File: src/rtl/flbt_pkg.sv
// flbt_pkg: shared types, constants and helpers for the failed-login ban table
// used by flbt_cell and failed_login_ban_table_unit; no dependencies
package flbt_pkg;

    localparam int TABLE_DEPTH = 16;
    localparam int IDX_W       = (TABLE_DEPTH > 1) ? $clog2(TABLE_DEPTH) : 1;
    localparam int CNT_W       = $clog2(TABLE_DEPTH + 1);
    localparam int CFG_IDX_W   = 2;
    localparam int CFG_DATA_W  = 16;

    localparam logic [CFG_IDX_W-1:0] CFG_MAX_ATTEMPTS  = 2'd0;
    localparam logic [CFG_IDX_W-1:0] CFG_EXPIRE_WINDOW = 2'd1;
    localparam logic [CFG_IDX_W-1:0] CFG_PENALTY_TIME  = 2'd2;

    localparam logic [7:0]  RST_MAX_ATTEMPTS  = 8'd5;
    localparam logic [15:0] RST_EXPIRE_WINDOW = 16'd300;
    localparam logic [15:0] RST_PENALTY_TIME  = 16'd60;

    localparam logic       CMD_FAIL  = 1'b0;
    localparam logic       CMD_PURGE = 1'b1;

    typedef enum logic [2:0] {
        ST_UPDATED  = 3'd0,
        ST_INSERTED = 3'd1,
        ST_BANNED   = 3'd2,
        ST_FULL     = 3'd3,
        ST_PURGED   = 3'd4
    } t_status;

    typedef struct packed {
        logic [7:0]  max_attempts;
        logic [15:0] expire_window;
        logic [15:0] penalty_time;
    } t_cfg;

    // token that walks the chain, one cell per cycle
    typedef struct packed {
        logic             vld;
        logic             cmd;
        logic [63:0]      addr_high;
        logic [63:0]      addr_low;
        logic [7:0]       rep;
        logic [31:0]      now;
        logic             hit;
        logic             banned;
        logic             free_found;
        logic [IDX_W-1:0] free_idx;
        logic [CNT_W-1:0] purged;
        logic [CNT_W-1:0] occ;
    } t_tok;

    // insert request broadcast to all cells at the end of a scan
    typedef struct packed {
        logic             en;
        logic [IDX_W-1:0] idx;
        logic [63:0]      addr_high;
        logic [63:0]      addr_low;
        logic [31:0]      now;
    } t_ins;

    // 32-bit time add that saturates at all ones
    function automatic logic [31:0] sat_add(input logic [31:0] a, input logic [15:0] b);
        logic [32:0] s;
        s = {1'b0, a} + {17'd0, b};
        return s[32] ? 32'hFFFF_FFFF : s[31:0];
    endfunction

endpackage

File: src/rtl/flbt_cell.sv
// flbt_cell: one table entry plus the token stage that passes it on
// depends on flbt_pkg
module flbt_cell
    import flbt_pkg::*;
(
    input  logic             i_clk,
    input  logic             i_rst_n,
    input  logic [IDX_W-1:0] i_idx,
    input  t_cfg             i_cfg,
    input  t_tok             i_tok,
    input  t_ins             i_ins,
    output t_tok             o_tok
);

    logic        r_valid;
    logic [63:0] r_addr_high;
    logic [63:0] r_addr_low;
    logic [7:0]  r_attempts;
    logic [31:0] r_expiry;
    t_tok        r_tok;

    logic        n_valid;
    logic [7:0]  n_attempts;
    logic [31:0] n_expiry;
    t_tok        n_tok;
    logic [8:0]  sum;
    logic        match;
    logic        take;

    always_comb begin
        n_valid    = r_valid;
        n_attempts = r_attempts;
        n_expiry   = r_expiry;
        n_tok      = i_tok;
        sum        = {1'b0, r_attempts} + {1'b0, i_tok.rep};
        match      = r_valid && !i_tok.hit && (r_addr_high == i_tok.addr_high)
                     && (r_addr_low == i_tok.addr_low);
        take       = i_ins.en && (i_ins.idx == i_idx);
        if (i_tok.vld) begin
            if (i_tok.cmd == CMD_PURGE) begin
                if (r_valid && (r_expiry <= i_tok.now)) begin
                    n_valid      = 1'b0;
                    n_tok.purged = i_tok.purged + CNT_W'(1);
                end
            end else begin
                if (match) begin
                    n_tok.hit = 1'b1;
                    if (sum >= {1'b0, i_cfg.max_attempts}) begin
                        n_valid      = 1'b0;
                        n_tok.banned = 1'b1;
                    end else begin
                        n_attempts = sum[7:0];
                        n_expiry   = sat_add(r_expiry, i_cfg.penalty_time);
                    end
                end
                if (!r_valid && !i_tok.free_found) begin
                    n_tok.free_found = 1'b1;
                    n_tok.free_idx   = i_idx;
                end
            end
            n_tok.occ = i_tok.occ + CNT_W'(n_valid);
        end
        if (take) begin
            n_valid    = 1'b1;
            n_attempts = 8'd1;
            n_expiry   = sat_add(i_ins.now, i_cfg.expire_window);
        end
    end

    always_ff @(posedge i_clk) begin
        if (!i_rst_n) begin
            r_valid   <= 1'b0;
            r_tok.vld <= 1'b0;
        end else begin
            r_valid <= n_valid;
            r_tok   <= n_tok;
        end
    end

    always_ff @(posedge i_clk) begin
        r_attempts <= n_attempts;
        r_expiry   <= n_expiry;
        if (take) begin
            r_addr_high <= i_ins.addr_high;
            r_addr_low  <= i_ins.addr_low;
        end
    end

    assign o_tok = r_tok;

endmodule

File: config.mk
export PLATFORM = sky130hd
export DESIGN_NAME = flbt_cell
export DESIGN_NICKNAME = d
export VERILOG_FILES = /design/src/rtl/flbt_pkg.sv /design/src/rtl/flbt_cell.sv
export SDC_FILE = /design/constraint.sdc
export NUM_CORES = 1
export LEC_CHECK = 0
export BUFFER_PORTS_ARGS = -buffer_cell sky130_fd_sc_hd__buf_2
export CORE_ASPECT_RATIO = 1.5
export CORE_MARGIN = 5
export CORE_UTILIZATION = 30
export CTS_BUF_LIST = sky130_fd_sc_hd__clkbuf_4 sky130_fd_sc_hd__clkbuf_8 sky130_fd_sc_hd__clkbuf_16
export DETAILED_ROUTE_END_ITERATION = 10
export SLEW_MARGIN = 40
export SYNTH_ARGS = -nofsm -noshare
export SYNTH_HDL_FRONTEND = slang
export SYNTH_SLANG_ARGS = --single-unit
File: constraint.sdc
create_clock -name i_clk -period 17 [get_ports i_clk]
set_clock_uncertainty 0.15 [all_clocks]
set_input_delay 3.4 -clock i_clk [delete_from_list [all_inputs] [get_ports i_clk]]
set_output_delay 3.4 -clock i_clk [all_outputs]
set_load 0.01 [all_outputs]
; Yosys cells after proc, flatten, opt, wreduce, memory -nomap -nowiden
; Index checks and enable logic that the tools add are counted.
[word_totals]
inputBits = 398
out_inout_bits = 187
elab_cells = 65
register_bits = 356
[classes]
bitwise = 2
addsub = 5
eq_ne = 5
mux = 21
n_reduce_logical = 13
magnitude_cmp = 2
[ops]
columns = cell, count
row1 = two-way mux 32 bit, 7
row2 = equality test 64 bit, 2
row3 = adder 32 x 16 -> 33 bit, 2
row4 = less-or-equal comparator 32 bit, 1
row5 = two-way mux 17 bit, 1
row6 = two-way mux 5 bit, 3
row7 = adder 8 x 8 -> 9 bit, 1
row8 = >= comparator 9 x 8 -> 1 bit, 1
row9 = two-way mux 1 bit, 8
row10 = AND reduction 4 bit, 2
row11 = two-way mux 7 bit, 1
row12 = logical AND 1 bit, 6
row13 = adder 5 x 1 -> 5 bit, 1
row14 = adder 5 x 1 -> 5 bit (second input constant), 1
row15 = equality test 4 bit, 1
row16 = nonzero test 2 bit, 2
row17 = zero test 1 bit, 3
row18 = two-way mux 2 bit, 1
row19 = != test 2 x 1 -> 1 bit (second input constant), 1
row20 = != test 2 bit (second input constant), 1
row21 = NOT 1 bit, 2

; Depth between registers and ports, before layout
[logic_depth]
ltp_word = 9
depth_mapped = 18
ltp_nobuf = 18

; Least setup slack after synthesis
; OpenSTA, ideal clock, no wires.
[synth_timing]
path_type = in2reg
startpoint = input port i_idx[2]
endpoint = register r_expiry[30] (data pin)
slack_ps = 8006
t_required_ps = 16381
arrival_ps = 8375
stages = 4
setup_ps = 469
n_path_buf = 1
path_cell_list = xor2_1 -> nor4_1 -> clkbuf_1 -> a22oi_1
[synth_via]
elab_chain_cells = 3
[synth_rtl]
columns = item, line_no
row1 = from (decl), flbt_cell.sv:8  ; input logic [IDX_W-1:0] i_idx,
row2 = equality test 4 bit, flbt_cell.sv:38  ; take = i_ins.en && (i_ins.idx == i_idx);
row3 = logical AND 1 bit, flbt_cell.sv:38
row4 = named net take, flbt_cell.sv:28  ; logic take;
row5 = two-way mux 32 bit, flbt_cell.sv:63  ; if (take) begin
row6 = named net n_expiry[30], flbt_cell.sv:24  ; logic [31:0] n_expiry;
row7 = to (signal assigned), flbt_cell.sv:82  ; r_expiry <= n_expiry;
row8 = to (decl), flbt_cell.sv:19  ; logic [31:0] r_expiry;
; The timed path passes the listed nets, and every way through them passes these cells.
; A chain may end at the register's enable or synchronous reset.

; Final worst setup path
[layout_timing]
startpoint = input port i_tok[49] in the netlist's numbering
endpoint = register r_expiry[25] (enable)
[layout_via]
elab_chain_cells = 4
[layout_rtl]
columns = item, line_no
row1 = from (decl), flbt_cell.sv:10  ; input t_tok i_tok,
row2 = adder 8 x 8 -> 9 bit, flbt_cell.sv:35  ; sum = {1'b0, r_attempts} + {1'b0, i_tok.rep};
row3 = named net sum[6], flbt_cell.sv:26  ; logic [8:0] sum;
row4 = >= comparator 9 x 8 -> 1 bit, flbt_cell.sv:48  ; if (sum >= {1'b0, i_cfg.max_attempts}) begin
row5 = != test 2 bit (no source line), --
row6 = AND reduction 4 bit (no source line), --
; The timed path passes the listed nets, and every way through them passes these cells.

==> flow_summary.ini <==
[floorplanning]
core-area_sq_um = 53700
start_util_pct = 30.3
num_io_pins = 585
num_rows = 104
die_area_sq_um = 59100
die_y_microns = 295
die_x_microns = 200

[cts]
holdBufCountCts = 0
htreeDepth = 2
cts_tree = yes
cts_buffer_depth = 3
insertion_delay_ps = 540
post_cts_resized = 0
cts_made_buffers = 37
postCtsSetupRepairBufs = 0
clkSlewWorstSetupHoldPaths_ps = 60
clock-sinks = 356
cts_root_buffer = clkbuf_16

[finish]
layout_common_cells = buf_2 (583), edfxtp_1 (346), xnor2_1 (107), inv_1 (83), ha_1 (83)
nets = 2236
final-instance-count-excl-fill = 2486
design_area_sq_um = 21400
drive_gt1_share_pct = 38.1
syn2layout_area_growth_pct = 31.5
final_common_cell = buf_2
final_core_util_pct = 39.8

[sta]
finalHoldViolCount = 0
fin_setup_tns_ps = 0
timing.final.crit_share_pct = 44.6
fmax_mhz = 132
report.final.slew_viol_count = 0
setup_viol = 0
fin_crit_ps = 7580
rsz0062_at_grt = false
tightest_slew_ps = 802
hold-worst-slack_ps = 332
slew_headroom_pct = 46.0

[setup_path]
worstPathRequired_ps = 17030
worstReg2RegEnd = r_expiry[25]$_DFFE_PP_
endpoint_kind = register
reg2reg_depth = 15
crit_start = i_tok[49]
crit_end = r_expiry[25]$_DFFE_PP_
cp-start-kind = input port
slowest_delay_ps = 670
reg2reg_from = r_attempts[0]$_SDFFE_PP1P_
cp_cell_sequence = buf_2, ha_1, fa_1, a21oi_1, nor2b_1, o21a_1, o21a_1, nor2_1, xnor2_1, ha_1, o21ai_0, a21oi_1, nor4_1, nand3_1, nand2b_1, buf_4
crit_fanout = 32
path_class = input port to register
reg2reg_slack_ps = 12120
crit_family = simple AND/OR/NAND/NOR gates
cp_slowest_cell = nor4_1
arrival_ps = 7600
critPathBufInv = 2
worst-path-stages = 16

[logic_synthesis]
synth_top_family_by_area = compound AO/OA/AOI/OAI gates
ys_seq_area_share_pct = 65.0
synth_adder_area_share_pct = 6.75
synth_compound_area_share_pct = 8.46
async_flop_share_pct = 0
ys.flop_type = edfxtp_1
synth_nets = 1617
synth-seq-cells = 356
synth_area_sq_um = 16300
synthCells = 1133
synthMuxAreaShare_pct = 1.04
avgSynthCellArea_sq_um = 14.4
synth-simple-area-share_pct = 8.17
ys_types = 70
synth_edf_count = 346
yosysWarnings = 0
synth_xor_area_share_pct = 8.28

[route]
drt_pass1_iterations = 5
wl_microns = 53300
dr.first_iter.drc_count = 469
wl_per_cell_microns = 21.4
vias = 11800
vias_per_cell = 4.74
antenna_left = 0
drc = 0

[power_and_ir_drop]
irDropWorstVdd_v = 0.0000703
p_sw_mw = 0.511
power_density_nw_per_um2 = 99.3
p_leak_nw = 8.87
switching_share_pct = 24.1
combPwrFrac_pct = 12.3
power.share.clock_pct = 39.0
p_int_mw = 1.61
p_seq_share_pct = 48.7

[global_routing]
antenna_found_initial = 28
track_usage_pct = 17.0
grt_pass1_vias = 12600
grt_max_degree = 146
grt_remaining_overflow = 0
grt_pass1_wl_microns = 76900

[flow_run]
drv_cap = 0

[place]
dpl.hpwl_microns = 43400
dpl_cell_area_sq_um = 20100
gp_congestion = 0.871
dp_cells = 2401
io_buffer_count = 584

[status]
status = complete, no violations

[hold_path]
hold_class = register to register
-- area by class of cell --
cell class              count  area [sq um]
clock buffers              48          1030
well taps                 689           862
fillers                  5146         32300
multi-input cells         683          5340
diodes                     16          40.0
clock inverters            20           218
inverters                  83           312
repair buffers            591          3020
flip-flops and latches    356         10600
-- state kept, by name, indices dropped and copies added, names as in the netlist --
| signal | flops |
|---|---|
| o_tok | 187 |
| r_addr_high | 64 |
| r_addr_low | 64 |
| r_expiry | 32 |
| r_attempts | 8 |
| r_valid | 1 |
-- logic make-up after synthesis --
logic type | after synthesis
AOI/OAI and AO/OA | 190
xor gates and xnor gates | 154
adders and majority gates | 86
buffers and inverters | 94
DFF | 356
muxes | 16
and+or+nand+nor | 237
-- worst min path at each step --
stage	cells past startpoint	end	slack [ps]	startpoint
floorplan	1	r_attempts[0]$_SDFFE_PP1P_	290	r_attempts[0]$_SDFFE_PP1P_
global placement	1	r_attempts[0]$_SDFFE_PP1P_	300	r_attempts[0]$_SDFFE_PP1P_
detailed placement	1	r_attempts[0]$_SDFFE_PP1P_	320	r_attempts[0]$_SDFFE_PP1P_
CTS	1	r_attempts[0]$_SDFFE_PP1P_	330	r_attempts[0]$_SDFFE_PP1P_
global route	1	r_attempts[0]$_SDFFE_PP1P_	380	r_attempts[0]$_SDFFE_PP1P_
finish	1	r_attempts[0]$_SDFFE_PP1P_	330	r_attempts[0]$_SDFFE_PP1P_
-- metal layers --
metal  wire [microns]  up-vias  track usage, %
li1                 -     5553               -
met1            17700     5624            16.5
met2            28900      489            32.9
met3             4630       98            5.91
met4             1920       22            7.01
met5              145        -               0
-- synthesized netlist by cell type, drive strengths merged, types with 4 or more instances --
cell type	instances	area, sq um
ha	83	1040
a21o	17	129
mux2	7	78.8
nor2	28	105
a22oi	33	248
and3	11	73.8
o2111ai	7	61.3
a21oi	40	200
nand2b	30	188
dfxtp	10	200
o21ai	23	119
nand2	36	135
nor2b	33	206
clkbuf	6	22.5
o31ai	4	30.0
buf	5	36.3
xnor2	107	937
xor2	47	412
inv	83	312
o22ai	8	50.1
nor3b	5	37.5
nor4	16	106
edfxtp	346	10400
nor3	8	40.0
o21a	9	67.6
a2111o	7	78.8
nand4	36	225
nand3	17	85.1
o21bai	4	30.0
a31oi	5	46.3
mux2i	9	90.1
and4	4	35.0
-- stage by stage --
step                      power (mW)  setup WS, ps
final                           2.13          9420
after CTS                       2.16          9380
after global routing            2.22          9140
after detailed placement        1.32          8830
after floorplan                 1.17          8010
after global placement          1.31          8940
-- power groups by stage --
stage	Combinational, mW	Sequential, mW	Clock (mW)
final	0.261	1.04	0.829
after global routing	0.286	1.04	0.896
after CTS	0.265	1.04	0.861
after detailed placement	0.263	1.05	0
after global placement	0.258	1.05	0
after floorplan	0.102	1.07	0
Power figures use the tool's default switching activity.
